--- config.mk ---
export PLATFORM = sky130hd
export DESIGN_NAME = bb3_mean
export DESIGN_NICKNAME = d
export VERILOG_FILES = /design/src/hw/rtl/bb3_pkg.sv /design/src/hw/rtl/bb3_mean.sv
export SDC_FILE = /design/constraint.sdc
export NUM_CORES = 1
export LEC_CHECK = 0
export BUFFER_PORTS_ARGS = -buffer_cell sky130_fd_sc_hd__buf_2
export CELL_PAD_IN_SITES_DETAIL_PLACEMENT = 1
export CELL_PAD_IN_SITES_GLOBAL_PLACEMENT = 1
export CORE_ASPECT_RATIO = 2
export CORE_UTILIZATION = 56
export DETAILED_ROUTE_END_ITERATION = 8
export PLACE_DENSITY = 0.95
export SETUP_SLACK_MARGIN = 0.3
export SLEW_MARGIN = 30
export SYNTH_ARGS = -nofsm -noshare
export SYNTH_HDL_FRONTEND = slang
export SYNTH_SLANG_ARGS = --single-unit
--- constraint.sdc ---
create_clock -name aclk -period 14.4 [get_ports aclk]
set_input_delay 0 -clock aclk [delete_from_list [all_inputs] [get_ports aclk]]
set_output_delay 0 -clock aclk [all_outputs]
set_load 0.02 [all_outputs]
--- src/hw/rtl/bb3_pkg.sv ---
// ============================================================================
// bb3_pkg: shared types and constants of the 3x3 box blur stream
// Pixel, window column and sum types, register indexes, mean reciprocals.
// ============================================================================
package bb3_pkg;

    localparam int TDATA_W      = 24;
    localparam int CFG_INDEX_W  = 2;
    localparam int CFG_DATA_W   = 13;
    localparam int WIDTH_FIELD_W = 11;
    localparam int HEIGHT_W     = 13;
    localparam int OROW_W       = 12;
    localparam int HEIGHT_MAX   = 4096;
    localparam int HEIGHT_RESET = 1024;
    localparam int RECIP_SHIFT  = 20;

    localparam logic [CFG_INDEX_W-1:0] REG_IMAGE_WIDTH  = 2'd0;
    localparam logic [CFG_INDEX_W-1:0] REG_IMAGE_HEIGHT = 2'd1;

    localparam logic CMD_PIXEL = 1'b0;
    localparam logic CMD_FLUSH = 1'b1;

    typedef struct packed {
        logic [7:0] red;
        logic [7:0] green;
        logic [7:0] blue;
    } pixel_t;

    // one window column: bottom is the newest row
    typedef struct packed {
        pixel_t bottom;
        pixel_t middle;
        pixel_t top;
    } column_t;

    typedef struct packed {
        logic [9:0] red;
        logic [9:0] green;
        logic [9:0] blue;
    } csum_t;

    typedef struct packed {
        logic [11:0] red;
        logic [11:0] green;
        logic [11:0] blue;
    } sum_t;

    // emit flag, neighborhood masks and last flag of the output pixel an item produces
    typedef struct packed {
        logic emit;
        logic top_ok;
        logic bot_ok;
        logic left_ok;
        logic right_ok;
        logic last;
    } tap_ctl_t;

    // ceil(2^20 / (2 * count)) for count 1..9
    function automatic logic [19:0] recip_2n(input logic [3:0] count);
        logic [19:0] m;
        case (count)
            4'd1: m = 20'd524288;
            4'd2: m = 20'd262144;
            4'd3: m = 20'd174763;
            4'd4: m = 20'd131072;
            4'd5: m = 20'd104858;
            4'd6: m = 20'd87382;
            4'd7: m = 20'd74899;
            4'd8: m = 20'd65536;
            4'd9: m = 20'd58255;
            default: m = 20'd524288;
        endcase
        return m;
    endfunction

endpackage

--- src/hw/rtl/bb3_mean.sv ---
// ============================================================================
// bb3_mean: rounded mean and output register with skid stage
// Divides each sum by its count through a reciprocal multiply.
// ============================================================================
module bb3_mean (
    input  logic             aclk,
    input  logic             aresetn,
    input  logic             b_valid,
    input  bb3_pkg::sum_t    b_sum,
    input  logic [3:0]       b_count,
    input  logic             b_last,
    output logic             advance,
    output logic             m_tvalid,
    input  logic             m_tready,
    output bb3_pkg::pixel_t  out_pixel,
    output logic             out_last
);
    import bb3_pkg::*;

    // (2*sum + count) / (2*count), exact for sums of up to nine pixels
    function automatic logic [7:0] mean8(input logic [11:0] sum, input logic [3:0] count);
        logic [12:0] x;
        logic [32:0] prod;
        x    = {sum, 1'b0} + 13'(count);
        prod = 33'(x) * 33'(recip_2n(count));
        return prod[RECIP_SHIFT+7:RECIP_SHIFT];
    endfunction

    logic   out_valid_reg, out_valid_next;
    pixel_t out_pix_reg, out_pix_next;
    logic   out_last_reg, out_last_next;
    logic   skid_valid_reg, skid_valid_next;
    pixel_t skid_pix_reg, skid_pix_next;
    logic   skid_last_reg, skid_last_next;
    pixel_t res;

    always_comb begin
        res.red   = mean8(b_sum.red, b_count);
        res.green = mean8(b_sum.green, b_count);
        res.blue  = mean8(b_sum.blue, b_count);

        out_valid_next  = out_valid_reg;
        out_pix_next    = out_pix_reg;
        out_last_next   = out_last_reg;
        skid_valid_next = skid_valid_reg;
        skid_pix_next   = skid_pix_reg;
        skid_last_next  = skid_last_reg;

        if (skid_valid_reg) begin
            // pipeline holds; refill the output from the skid stage
            if (m_tready) begin
                out_pix_next    = skid_pix_reg;
                out_last_next   = skid_last_reg;
                skid_valid_next = 1'b0;
            end
        end else if (!out_valid_reg || m_tready) begin
            out_valid_next = b_valid;
            if (b_valid) begin
                out_pix_next  = res;
                out_last_next = b_last;
            end
        end else if (b_valid) begin
            skid_valid_next = 1'b1;
            skid_pix_next   = res;
            skid_last_next  = b_last;
        end
    end

    always_ff @(posedge aclk) begin
        if (!aresetn) begin
            out_valid_reg  <= 1'b0;
            skid_valid_reg <= 1'b0;
        end else begin
            out_valid_reg  <= out_valid_next;
            skid_valid_reg <= skid_valid_next;
        end
    end

    always_ff @(posedge aclk) begin
        out_pix_reg   <= out_pix_next;
        out_last_reg  <= out_last_next;
        skid_pix_reg  <= skid_pix_next;
        skid_last_reg <= skid_last_next;
    end

    assign advance   = !skid_valid_reg;
    assign m_tvalid  = out_valid_reg;
    assign out_pixel = out_pix_reg;
    assign out_last  = out_last_reg;

endmodule
Word-level counts from Yosys, hierarchy flattened --
Memories as Yosys holds them, arrays and structs flattened. Cells that the tools add are included.
Storage, ports and cells: bits in registers 52, latch bits 0, RAM bits 0, memory bits (read-only) 960, output and inout port bits 27, word-level logic and storage cells 42, memories kept 3
Cells by class: add/sub/neg operators 3, $mul 3, div/mod/pow operators 0, magnitude comparators 0, equal/unequal tests 1, shifts and indexed selects 0, multiplexer cells 12, bitwise operators 2, reductions and logical operators 8
Memories:
- (no name shown) | words 16, bits a word 20, read ports 1, clocked after Yosys merged registers in 0, write ports 0, RTL line bb3_pkg.sv:61 | case (count)
- (no name shown) | words 16, bits a word 20, read ports 1, clocked after Yosys merged registers in 0, write ports 0, RTL line bb3_pkg.sv:61
- (no name shown) | words 16, bits a word 20, read ports 1, clocked after Yosys merged registers in 0, write ports 0, RTL line bb3_pkg.sv:61
Operators by type and width (number):
- $mux W24 | 4
- $mul A13 B20 Y28 | 3
- $add A13 B4 Y13 | 3
- $mux W1 | 8
- $reduce_and A3 Y1 | 2
- $reduce_bool A2 Y1 | 2
- $logic_not A1 Y1 | 2
- $ne A2 B2 Y1 const B | 1
- $not A1 Y1 | 2
- $reduce_and A2 Y1 | 1
- $logic_or A1 B1 Y1 | 1

Longest topological paths before layout --
depth in word-level cells 5, mapped depth 28

Least setup slack after synthesis --
OpenSTA, ideal clock, no wires.
kind input to register, start input b_count[0], end register out_pix_reg, in the netlist out_pixel[13], data pin, data arrival time 6298 ps, required time 14140 ps, slack 7842 ps, stages on the path 25, buffers on the path 4, cell sequence clkbuf_1 inv_1 buf_1 ha_1 and2_1 clkbuf_1 buf_1 nand2_1 fa_1 inv_1 fa_1 fa_1 fa_1 inv_1 fa_1 inv_1 ha_1 and3_1 a221o_1 a21oi_1 o21ai_0 a2111oi_1 o21bai_1 xor2_1 mux2_2
RTL lines:
- from (decl) | RTL line bb3_mean.sv:10 | input logic [3:0] b_count,
- to (signal assigned) | RTL line bb3_mean.sv:80 | out_pix_reg <= out_pix_next;
- to (decl) | RTL line bb3_mean.sv:30 | pixel_t out_pix_reg, out_pix_next;

==> results.md <==
* Status: finished, final reports clean
* Mux contribution to synthesized area at 0.00962
* HP Start: b_valid
* Overflow after GRT at 0
* Worst hold slack at 65.8 ps
* P_int at roughly 1.1 mW
* Max cap viols at 0
* Placed Cells at approximately 3200
* Clock share of power at 0.050
* Commonest non-fill, non-tap cell in the layout: inv_1
* Crit path required time at 14590 ps
* Tmin final at 8810 ps
* Critical Setup Path Class: in -> reg
* Hold buffer count at CTS at 2
* GRT Util Overall at 0.530
* Ys async rst share at 0
* Final Wtd Congestion at 1.02
* Worst-path cell chain: buf_2 > nor2b_1 > nand2_1 > nand2_2 > nand2_1 > fa_1 > inv_1 > fa_1 > fa_1 > fa_1 > inv_1 > fa_1 > inv_1 > ha_1 > and3_1 > a221o_1 > a21oi_1 > o21ai_0 > a2111o_1 > a31oi_1 > xor2_2 > mux2_4
* Synth Area in Compound Gates at 0.0447
* Antenna violations before repair at 12
* Syn nets at 3448
* Vias in the first global route at 24800
* Seq pwr share at 0.108
* Core area at 41800 um^2
* Sw frac at 0.591
* FF-to-FF path depth at 4
* Crit. End Element: flop
* Die area at 43200 um^2
* Mapped Cells at ~2700
* Clk buf depth at 2
* Final TNS setup at 0 ps
* Worst Max-Slew Pin Slew at 1230 ps
* Syn_area_per_cell at about 8.9 um^2
* PortBufs at 71
* Share of cells above drive strength 1 at 0.0728
* TritonCTS clock tree: yes
* Slew headroom at 0.177
* Sequential element share of the synthesized area at 0.0651
* WHS Endpoint: m_tvalid$_SDFFE_PN0P_
* Worst Skew at ~15 ps
* CTS Root Cell: clkbuf_16
* Switching pwr at 1.58 mW
* Largest family of logic cells by synthesized area: adder cells
* Clock sink count at 52
* Slew Viols, Final at 0
* Via Count at 20700
* Fillers at 4888
* Die Wd at about 150 um
* CP peak stage delay at 910 ps
* Synth Area in XOR/XNOR at 0.0385
* Skew-Pair Late Insertion Delay at 320 ps
* Max Fclk at between 100 and 150 MHz
* Num CTS Buffers at 5
* CP max FO at 27
* Reg clk slew, reported paths at around 80 ps
* Boundary pin count at 72
* Routed Antenna Nets at 0
* Drt first pass iters at 6
* First-pass GRT wire length at 159000 um
* CP arrival at about 9000 ps
* Critical Path Source Type: primary input
* Die span in y at 293 um
* Synth Area in Adders at 0.573
* Final setup fails at 0
* Detailed Route WL at 107000 um
* Post-DP HPWL at 78700 um
* Initial Util at 0.567
* Worst ir drop on vdd at 0.000141 V
* Drt drc at 0
* Via density at roughly 6.4
* Worst R2R Setup Slack at 11640 ps
* Hold Violations, Final at 0
* Fin crit share at 0.612
* RSZ-0062 raised after global routing: false
* YS warnings at 0
* Row count at 106
* Post-CTS repair timing setup buffer count at 0
* H-tree depth at 2
* Synth Area in Simple Gates at 0.134
* P per Cell Area at 107 nW/um^2
* R2R Path Start: skid_valid_reg$_SDFF_PN0_
* Worst min path class: in -> reg
* DR WL/cell at 33.2 um
* Synth Register Bits at 52
* Detailed router's first-iteration violation count at 2088
* Register area at about 1500 um^2
* Area Growth Syn to Fin at 5.45%
* Primary FF master, synth: edfxtp_1
* Gate power share at 0.843
* CP max-delay cell: nand2_2
* Post-Syn Area at 23700 um^2
* Most frequent cells in the layout: inv_1 (745), fa_1 (570), nand2_1 (416)
* Final Non-Filler Cells at 3221
* Worst path most repeated cell: fa_1
* EDFF count, synth at 50
* Final #Nets at 3464
* Hold Path Stages at 3
* Number of gates resized after cts at 0
* Leakage at between 10 and 15 nW
* Multi-input gate area at 19100 um^2
* Largest net degree at the start of global routing at 47
* Number of distinct library cells after synthesis at 80
* FF-to-FF End: skid_pix_reg[2]$_DFFE_PP_
[power by group through the flow]
stage                     Combinational (mW)  Sequential [mW]  Clock (mW)
after global placement                  1.83            0.283           0
after floorplan                         1.24            0.324           0
after CTS                               2.08            0.285       0.129
after detailed placement                2.02            0.286           0
final                                   2.25            0.288       0.133
after global routing                    2.38            0.290       0.135
[layer usage]
layer,vias up,track usage,wire length [um]
met2,1709,0.826,49900
met4,6,0.602,16200
li1,7753,-,-
met5,-,0.0244,103
met3,960,0.236,12700
met1,10200,0.474,27900
[worst max path at each step]
stage               startpoint                       to  slack [ps]  cells past startpoint
floorplan           b_count[0]  out_pixel[13]$_DFFE_PP_        7840                     25
global placement    b_count[2]  out_pixel[15]$_DFFE_PP_        5800                     22
detailed placement  b_count[2]  out_pixel[15]$_DFFE_PP_        5960                     22
CTS                 b_count[2]  out_pixel[22]$_DFFE_PP_        6250                     24
global route        b_count[2]  out_pixel[13]$_DFFE_PP_        5330                     22
finish              b_count[2]  out_pixel[15]$_DFFE_PP_        5590                     22
[kinds of logic after synthesis]
logic type / count (synthesis)
xor+xnor: 95
buf+inv: 845
fa+ha+maj: 743
simple gates: 744
flops: 52
mux: 20
compound gates: 161
[final cells by class]
cell class / instances / share of cell area
Multi-Input combinational cell: 1763 / 0.767
Inverter: 746 / 0.112
Sequential cell: 52 / 0.0617
Tap cell: 540 / 0.0271
Timing Repair Buffer: 108 / 0.0256
Clock buffer: 5 / 0.00501
Clock inverter: 3 / 0.00105
Antenna cell: 4 / 0.000401
[Yosys cell counts (3+ instances only)]
| cell | n | area (um^2) |
|---|---|---|
| clkbuf_1 | 84 | 315 |
| and2_1 | 32 | 200 |
| a21boi_0 | 3 | 22.5 |
| edfxtp_1 | 50 | 1500 |
| a21o_1 | 21 | 158 |
| a211oi_1 | 8 | 60.1 |
| fa_1 | 570 | 11400 |
| inv_1 | 745 | 2800 |
| nand4_1 | 12 | 75.1 |
| xor2_1 | 32 | 280 |
| nor3b_1 | 3 | 22.5 |
| or2_2 | 5 | 31.3 |
| mux2_2 | 18 | 203 |
| nand3_1 | 12 | 60.1 |
| o31ai_1 | 3 | 22.5 |
| o211ai_1 | 5 | 37.5 |
| nor3_1 | 10 | 50.1 |
| nor2b_1 | 8 | 50.1 |
| nand2_1 | 418 | 1570 |
| a21oi_1 | 44 | 220 |
| buf_2 | 6 | 30.0 |
| buf_1 | 8 | 30.0 |
| xnor2_1 | 55 | 482 |
| ha_1 | 173 | 2160 |
| o21ai_0 | 36 | 180 |
| xnor3_1 | 3 | 67.6 |
| or3_1 | 3 | 18.8 |
| xor2_2 | 3 | 48.8 |
| nand2b_1 | 19 | 119 |
| o21a_1 | 6 | 45.0 |
| and3_1 | 8 | 50.1 |
| a31oi_1 | 4 | 25.0 |
| a211o_1 | 3 | 26.3 |
| nor2_1 | 195 | 732 |
[metrics by stage]
stage          cell area (um^2)  power [mW]   util  setup WS, ps
2_1_floorplan             23700        1.57      -          7840
3_3_place_gp              24600        2.11  0.590          5800
3_5_place_dp              24700        2.31  0.591          5960
4_1_cts                   24900        2.49  0.596          6250
5_1_grt                   25000        2.81  0.597          5330
6_report                  25000        2.68  0.598          5590
[critical path: cells and delay by family]
family,cells,cell delay [ps]
AOI/OAI and AO/OA,5,1760
xor gates and xnor gates,1,720
adders and majority gates,6,2850
buffers and inverters,4,610
muxes,1,280
and+or+nand+nor,5,2740
(Power assumes the default switching activity.)
