**config.mk**
```make
export PLATFORM = sky130hd
export DESIGN_NAME = bb3_window_sum
export DESIGN_NICKNAME = d
export VERILOG_FILES = /design/src/hw/rtl/bb3_pkg.sv /design/src/hw/rtl/bb3_window_sum.sv
export SDC_FILE = /design/constraint.sdc
export NUM_CORES = 1
export LEC_CHECK = 0
export BUFFER_PORTS_ARGS = -buffer_cell sky130_fd_sc_hd__buf_2
export CORE_AREA = 2 2 213 215
export CTS_BUF_LIST = sky130_fd_sc_hd__clkbuf_16
export CTS_CLUSTER_DIAMETER = 40
export DETAILED_ROUTE_END_ITERATION = 8
export DIE_AREA = 0 0 215 217
export PLACE_DENSITY_LB_ADDON = 0.25
export REMOVE_ABC_BUFFERS = 1
export SETUP_SLACK_MARGIN = 0.4
export SLEW_MARGIN = 15
export SYNTH_ARGS = -nofsm -noshare
export SYNTH_HDL_FRONTEND = slang
export SYNTH_SLANG_ARGS = --single-unit
```
**constraint.sdc**
```tcl
create_clock -name aclk -period 7.8 [get_ports aclk]
set_clock_uncertainty 0.1 [all_clocks]
set_input_delay 0.39 -clock aclk [delete_from_list [all_inputs] [get_ports aclk]]
set_output_delay 0.39 -clock aclk [all_outputs]
set_load 0.02 [all_outputs]
```
**src/hw/rtl/bb3_pkg.sv**
```systemverilog
// ============================================================================
// bb3_pkg: shared types and constants of the 3x3 box blur stream
// Pixel, window column and sum types, register indexes, mean reciprocals.
// ============================================================================
package bb3_pkg;

    localparam int TDATA_W      = 24;
    localparam int CFG_INDEX_W  = 2;
    localparam int CFG_DATA_W   = 13;
    localparam int WIDTH_FIELD_W = 11;
    localparam int HEIGHT_W     = 13;
    localparam int OROW_W       = 12;
    localparam int HEIGHT_MAX   = 4096;
    localparam int HEIGHT_RESET = 1024;
    localparam int RECIP_SHIFT  = 20;

    localparam logic [CFG_INDEX_W-1:0] REG_IMAGE_WIDTH  = 2'd0;
    localparam logic [CFG_INDEX_W-1:0] REG_IMAGE_HEIGHT = 2'd1;

    localparam logic CMD_PIXEL = 1'b0;
    localparam logic CMD_FLUSH = 1'b1;

    typedef struct packed {
        logic [7:0] red;
        logic [7:0] green;
        logic [7:0] blue;
    } pixel_t;

    // one window column: bottom is the newest row
    typedef struct packed {
        pixel_t bottom;
        pixel_t middle;
        pixel_t top;
    } column_t;

    typedef struct packed {
        logic [9:0] red;
        logic [9:0] green;
        logic [9:0] blue;
    } csum_t;

    typedef struct packed {
        logic [11:0] red;
        logic [11:0] green;
        logic [11:0] blue;
    } sum_t;

    // emit flag, neighborhood masks and last flag of the output pixel an item produces
    typedef struct packed {
        logic emit;
        logic top_ok;
        logic bot_ok;
        logic left_ok;
        logic right_ok;
        logic last;
    } tap_ctl_t;

    // ceil(2^20 / (2 * count)) for count 1..9
    function automatic logic [19:0] recip_2n(input logic [3:0] count);
        logic [19:0] m;
        case (count)
            4'd1: m = 20'd524288;
            4'd2: m = 20'd262144;
            4'd3: m = 20'd174763;
            4'd4: m = 20'd131072;
            4'd5: m = 20'd104858;
            4'd6: m = 20'd87382;
            4'd7: m = 20'd74899;
            4'd8: m = 20'd65536;
            4'd9: m = 20'd58255;
            default: m = 20'd524288;
        endcase
        return m;
    endfunction

endpackage

```
**src/hw/rtl/bb3_window_sum.sv**
```systemverilog
// ============================================================================
// bb3_window_sum: 3x3 window and masked neighborhood sum
// Shifts each column into the window and registers sum and neighbor count.
// ============================================================================
module bb3_window_sum (
    input  logic               aclk,
    input  logic               aresetn,
    input  logic               advance,
    input  logic               a_valid,
    input  bb3_pkg::tap_ctl_t  a_ctl,
    input  bb3_pkg::column_t   a_column,
    output logic               b_valid,
    output bb3_pkg::sum_t      b_sum,
    output logic [3:0]         b_count,
    output logic               b_last
);
    import bb3_pkg::*;

    function automatic csum_t col_sum(input column_t c, input logic top_ok,
                                      input logic bot_ok);
        csum_t s;
        s.red   = 10'(c.middle.red)
                + (top_ok ? 10'(c.top.red)    : 10'd0)
                + (bot_ok ? 10'(c.bottom.red) : 10'd0);
        s.green = 10'(c.middle.green)
                + (top_ok ? 10'(c.top.green)    : 10'd0)
                + (bot_ok ? 10'(c.bottom.green) : 10'd0);
        s.blue  = 10'(c.middle.blue)
                + (top_ok ? 10'(c.top.blue)    : 10'd0)
                + (bot_ok ? 10'(c.bottom.blue) : 10'd0);
        return s;
    endfunction

    column_t     left_reg;
    column_t     center_reg;
    logic        b_valid_reg;
    sum_t        b_sum_reg;
    logic [3:0]  b_count_reg;
    logic        b_last_reg;

    csum_t       sl;
    csum_t       sc;
    csum_t       sr;
    sum_t        sum_next;
    logic [1:0]  vcnt;
    logic [1:0]  hcnt;
    logic [3:0]  count_next;

    // after the shift: left = old center, center = newest-but-one, right = new
    always_comb begin
        sl = col_sum(left_reg, a_ctl.top_ok, a_ctl.bot_ok);
        sc = col_sum(center_reg, a_ctl.top_ok, a_ctl.bot_ok);
        sr = col_sum(a_column, a_ctl.top_ok, a_ctl.bot_ok);
        sum_next.red   = 12'(sc.red)
                       + (a_ctl.left_ok  ? 12'(sl.red) : 12'd0)
                       + (a_ctl.right_ok ? 12'(sr.red) : 12'd0);
        sum_next.green = 12'(sc.green)
                       + (a_ctl.left_ok  ? 12'(sl.green) : 12'd0)
                       + (a_ctl.right_ok ? 12'(sr.green) : 12'd0);
        sum_next.blue  = 12'(sc.blue)
                       + (a_ctl.left_ok  ? 12'(sl.blue) : 12'd0)
                       + (a_ctl.right_ok ? 12'(sr.blue) : 12'd0);
        vcnt = 2'd1 + 2'(a_ctl.top_ok) + 2'(a_ctl.bot_ok);
        hcnt = 2'd1 + 2'(a_ctl.left_ok) + 2'(a_ctl.right_ok);
        count_next = 4'(vcnt) * 4'(hcnt);
    end

    always_ff @(posedge aclk) begin
        if (advance && a_valid) begin
            left_reg   <= center_reg;
            center_reg <= a_column;
        end
    end

    always_ff @(posedge aclk) begin
        if (!aresetn) begin
            b_valid_reg <= 1'b0;
        end else if (advance) begin
            b_valid_reg <= a_valid && a_ctl.emit;
        end
    end

    always_ff @(posedge aclk) begin
        if (advance) begin
            b_sum_reg   <= sum_next;
            b_count_reg <= count_next;
            b_last_reg  <= a_ctl.last;
        end
    end

    assign b_valid = b_valid_reg;
    assign b_sum   = b_sum_reg;
    assign b_count = b_count_reg;
    assign b_last  = b_last_reg;

endmodule

```
### Word-level counts from Yosys, hierarchy flattened

Index checks and enable logic that the tools add are counted.

| word-level totals | value |
|---|---|
| word-level logic and storage cells | 79 |
| memories | 0 |
| RAM bits | 0 |
| bits of input ports | 82 |
| output and inout port bits | 42 |
| flip-flop bits (word level) | 186 |
| bits in latches | 0 |
| memory bits (read-only) | 0 |

| operators by class | value |
|---|---|
| divide/modulo/power cells | 0 |
| multipliers | 1 |
| equality and inequality tests | 0 |
| magnitude comparators | 0 |
| add/sub/neg operators | 28 |
| reduce and logical (&&, ||, !) cells | 2 |
| shift-type cells | 0 |
| multiplexer cells | 24 |
| bitwise operators | 0 |

Operators by type and width:

| cell | count |
|---|---|
| $mux 8 | 18 |
| $add 9x8->10 | 9 |
| $add 8x8->9 | 9 |
| $mux 10 | 6 |
| $add 11x10->12 | 3 |
| $add 10x10->11 | 3 |
| $add 1x1->2 const A | 2 |
| $add 2x1->2 | 2 |
| $mul 2x2->4 | 1 |
| $logic_and 1x1->1 | 2 |

### Logic depth before layout (Yosys ltp)

| depth | value |
|---|---|
| depth after elaboration | 6 |
| depth in mapped cells | 25 |
| gate-level depth less buffers | 23 |

### Worst setup path before layout

OpenSTA, ideal clock, no wires.

| timing path | value |
|---|---|
| path kind | input-to-reg |
| from | input a_ctl[3] (netlist name) |
| to | register b_sum_reg (netlist bit b_sum[11]) (data pin) |
| path slack | 2.093 ns |
| buffers on the path | 2 |
| data required time | 7.442 ns |
| setup time | 0.258 ns |
| cell stages on the path | 23 |
| arrival time | 5.349 ns |
| cells stage by stage | clkbuf_1 > clkbuf_1 > nand2_1 > fa_1 > inv_1 > ha_1 > inv_1 > fa_1 > nor2b_1 > o21a_1 > o21ai_1 > o311a_1 > fa_1 > inv_1 > fa_1 > inv_1 > fa_1 > inv_1 > ha_1 > and3_1 > or3_1 > o221ai_2 > xnor2_1 |

RTL lines:

| element | RTL line | source |
|---|---|---|
| start, declared | bb3_window_sum.sv:10 | `input bb3_pkg::tap_ctl_t a_ctl,` |
| end signal, assigned | bb3_window_sum.sv:85 | `b_sum_reg <= sum_next;` |
| end, declared | bb3_window_sum.sv:37 | `sum_t b_sum_reg;` |

==> run summary <==
• input pin to flip-flop — worst hold path class
• 0.0300 — Synth Area in XOR/XNOR
• 1083 — Synth Instances
• 8213 — via count
• 185 — number of synthesized flops with an enable pin
• 15300 µm² — area of all placed cells without fillers
• 0 — count of warnings emitted by yosys
• 78 — Std-Cell Rows
• 4547 — Filler cells
• 0.440 — part of the power in combinational logic
• 0.137 — area share of and/or/nand/nor cells after synthesis
• 0.333 — sequential fraction of design power
• adder cells — family with the most delay on the worst path
• flip-flop — Worst setup EP type
• 0 ns — setup tns final
• 0 — portion of netlist area occupied by mux cells
• 0.423 — top cell type's share of synthesized area
• 1790 — total placed cells including tap cells
• 0.134 — combined global-route utilization of all metal layers
• 124 — I/O pins
• 8746 — via count of the first global-routing pass
• 123 — number of buffers added on ports
• sky130_fd_sc_hd__edfxtp_1 (42%), sky130_fd_sc_hd__fa_1 (19%), sky130_fd_sc_hd__ha_1 (9.8%) — dominant cells by area after synthesis
• sky130_fd_sc_hd__buf_2 — highest-delay cell along the critical path
• 5.59 ns — post-route minimum period
• 0.46 ns — clock latency of the later-clocked register in the worst-skew pair
• 4.45 — routed vias/inst
• false — RSZ-0062 raised after global routing
• 186 — TritonCTS sink count
• 39 — biggest fanout along the worst timing path
• 0.227 — clock power share
• 16.1 µm — detailed-route wire length per cell
• 0.294 — effective utilization at floorplan
• 44700 µm² — placeable core region
• input pin to flip-flop — Setup Crit Path Kind
• 1541 — final layout net count
• 0.124 mV — maximum VDD drop
• 1844 — fin cells
• 0.424 — post-synthesis sequential area ratio
• 1 — antenna violations before repair
• 0 — final number of hold-violating endpoints
• 77 — maximum number of pins on one net before global-route repair
• 0.150 — fraction of final layout cells sized beyond drive strength 1
• 12.1 µm² — post-synthesis area per instance
• 6 — number of buffers and inverters on the critical path
• 0.317 — remaining max-slew budget at the tightest pin
• 0.818 — global placer's final weighted congestion
• 215 µm — floorplan die width
• buf_2 > nand2_1 > fa_1 > inv_1 > ha_1 > inv_1 > fa_1 > nor2b_1 > o21a_1 > o21ai_1 > o311a_1 > fa_1 > inv_1 > fa_1 > inv_1 > fa_1 > inv_1 > ha_1 > and3_1 > or3_1 > o221ai_2 > xnor2_1 — series of cell instances along the critical path
• 217 µm — die height
• 6.55 nW — static power due to leakage
• 16.4% — Syn-to-layout area delta
• done — TritonCTS clock tree
• 52 — number of library cell types mapped by synthesis
• 0 — Slew Limit Fails
• 5.71 ns — worst endpoint data arrival time
• sky130_fd_sc_hd__edfxtp_1 — cell with the most instances after synthesis
• 266 nW/µm² — power density of the placed cells
• 1.02 ns — transition at the pin with the smallest max-transition slack
• 7.92 ns — critical path required time
• 46700 µm² — area of the die
• sky130_fd_sc_hd__edfxtp_1 — library cell with the largest summed area after synthesis
• adder cells — largest family of logic cells by synthesized area
• 0 — antenna violation net count after detailed routing
• 5 — TritonRoute pass-1 iters
• 14500 µm² — instance area after placement
• 0.0702 — Synth Area in Compound Gates
• 4 — H-tree depth
• 0.290 — adder-cell area share of the yosys netlist
• 0.717 — final worst path period share
• 23000 µm — HPWL after detailed placement
• 0.08 ns — clock transition at the registers of the reported paths
• input pin — Worst Setup Start Kind
• sky130_fd_sc_hd__clkbuf_16 — Clk Tree Root Cell
• 0.369 — fraction of power spent switching nets
• 0 — Max-Cap Viols
• 0 — Resized cells post-CTS
• 47800 µm — first-pass GRT wire length
• sky130_fd_sc_hd__edfxtp_1 — prevailing post-synth register cell
• 29700 µm — drt total wl
• 0.179 GHz — Peak Freq
• 0 — DRC
• 2 — maximum count of clock buffers along a single path
• 17 — CTS buffer count
• finished clean — status
• 186 — flop and latch count out of synthesis
• sky130_fd_sc_hd__edfxtp_1 (185), sky130_fd_sc_hd__inv_1 (142), sky130_fd_sc_hd__and2_1 (129), sky130_fd_sc_hd__fa_1 (126), sky130_fd_sc_hd__ha_1 (103) — most numerous cell types in the synthesized netlist
• 13100 µm² — cell area after technology mapping
• 0 — fraction of registers with async set or reset after synthesis
• 1.50 mW — switching power total
• 427 — Starting DRT DRC Count
• 0.56 ns — Worst path max stage delay
• 2.56 mW — Internal
• 0 — Final setup viols
• 0 — global-route congestion overflow total
power groups by stage:
| stage | clock (mW) | combinational [mW] | sequential, mW |
|---|---|---|---|
| after floorplan | 0 | 1.25 | 1.49 |
| final | 0.923 | 1.79 | 1.35 |
| after CTS | 0.955 | 1.83 | 1.36 |
| after global routing | 0.990 | 2.04 | 1.37 |
| after detailed placement | 0 | 1.81 | 1.38 |
| after global placement | 0 | 1.80 | 1.38 |
what timing repair did:
item,CTS,global route
hold buffers,21,0
hold endpoints to repair,21,0
endpoints found under the setup margin,0,0
setup buffers,0,0
area by class of cell:
type | instances | area [µm²] | area share
clock buffer | 17 | 425 | 0.0278
tap | 600 | 751 | 0.0491
inverter | 143 | 537 | 0.0351
antenna | 1 | 2.50 | 0.000164
clock inverter | 15 | 180 | 0.0118
multi-input combinational | 730 | 6940 | 0.454
timing repair buffer | 152 | 886 | 0.0579
sequential | 186 | 5580 | 0.365
path summary, 6_finish.rpt:
kind	start	endpoint	slack (ns)	cells past startpoint
worst max-delay path	a_ctl[4]	b_sum[11]	2.21	22
worst min-delay path	a_column[52]	center_reg[52]	0.03	1
worst max register to register	left_reg[1]	b_sum[11]	2.42	21
worst min register to register	center_reg[19]	left_reg[19]	0.34	0
kinds of logic (layout without fill, tap and decap cells):
| family | after synthesis | after routing |
|---|---|---|
| flops | 186 | 186 |
| simple gates | 328 | 328 |
| compound gates | 128 | 128 |
| xor+xnor | 45 | 45 |
| fa+ha+maj | 229 | 229 |
| other cells | 0 | 1 |
| buf+inv | 167 | 327 |
per-layer routing:
metal  GRT usage  part of all wire
met3      0.0274             0.034
met2       0.225              0.49
met1       0.175              0.46
met4      0.0398             0.016
met5           0                 0
cells in the final DEF (no fill, tap or decap), drive strengths merged, types with 8 or more instances in the layout:
| master | count |
|---|---|
| nor4 | 12 |
| dlygate4sd3 | 21 |
| nand2 | 65 |
| fa | 126 |
| buf | 131 |
| o21ai | 31 |
| edfxtp | 185 |
| a21o | 11 |
| nand2b | 19 |
| a21oi | 29 |
| or3 | 8 |
| inv | 152 |
| nor2b | 9 |
| a211oi | 11 |
| and2 | 129 |
| ha | 103 |
| xor2 | 13 |
| nor2 | 30 |
| clkbuf | 17 |
| nor3 | 11 |
| o21a | 8 |
| nand3 | 29 |
| xnor2 | 32 |
metrics by stage:
step	setup WS [ns]	hold WS (ns)	power, mW	utilization
5_1_grt	1.84	0.000939	4.40	0.342
6_report	2.21	0.0296	4.06	0.342
3_5_place_dp	1.62	0.325	3.18	0.324
2_1_floorplan	2.56	0.318	2.73	-
3_3_place_gp	1.65	0.323	3.17	0.324
4_1_cts	2.11	0.00239	4.14	0.342
Note: power is estimated with default switching activity, not from simulation.
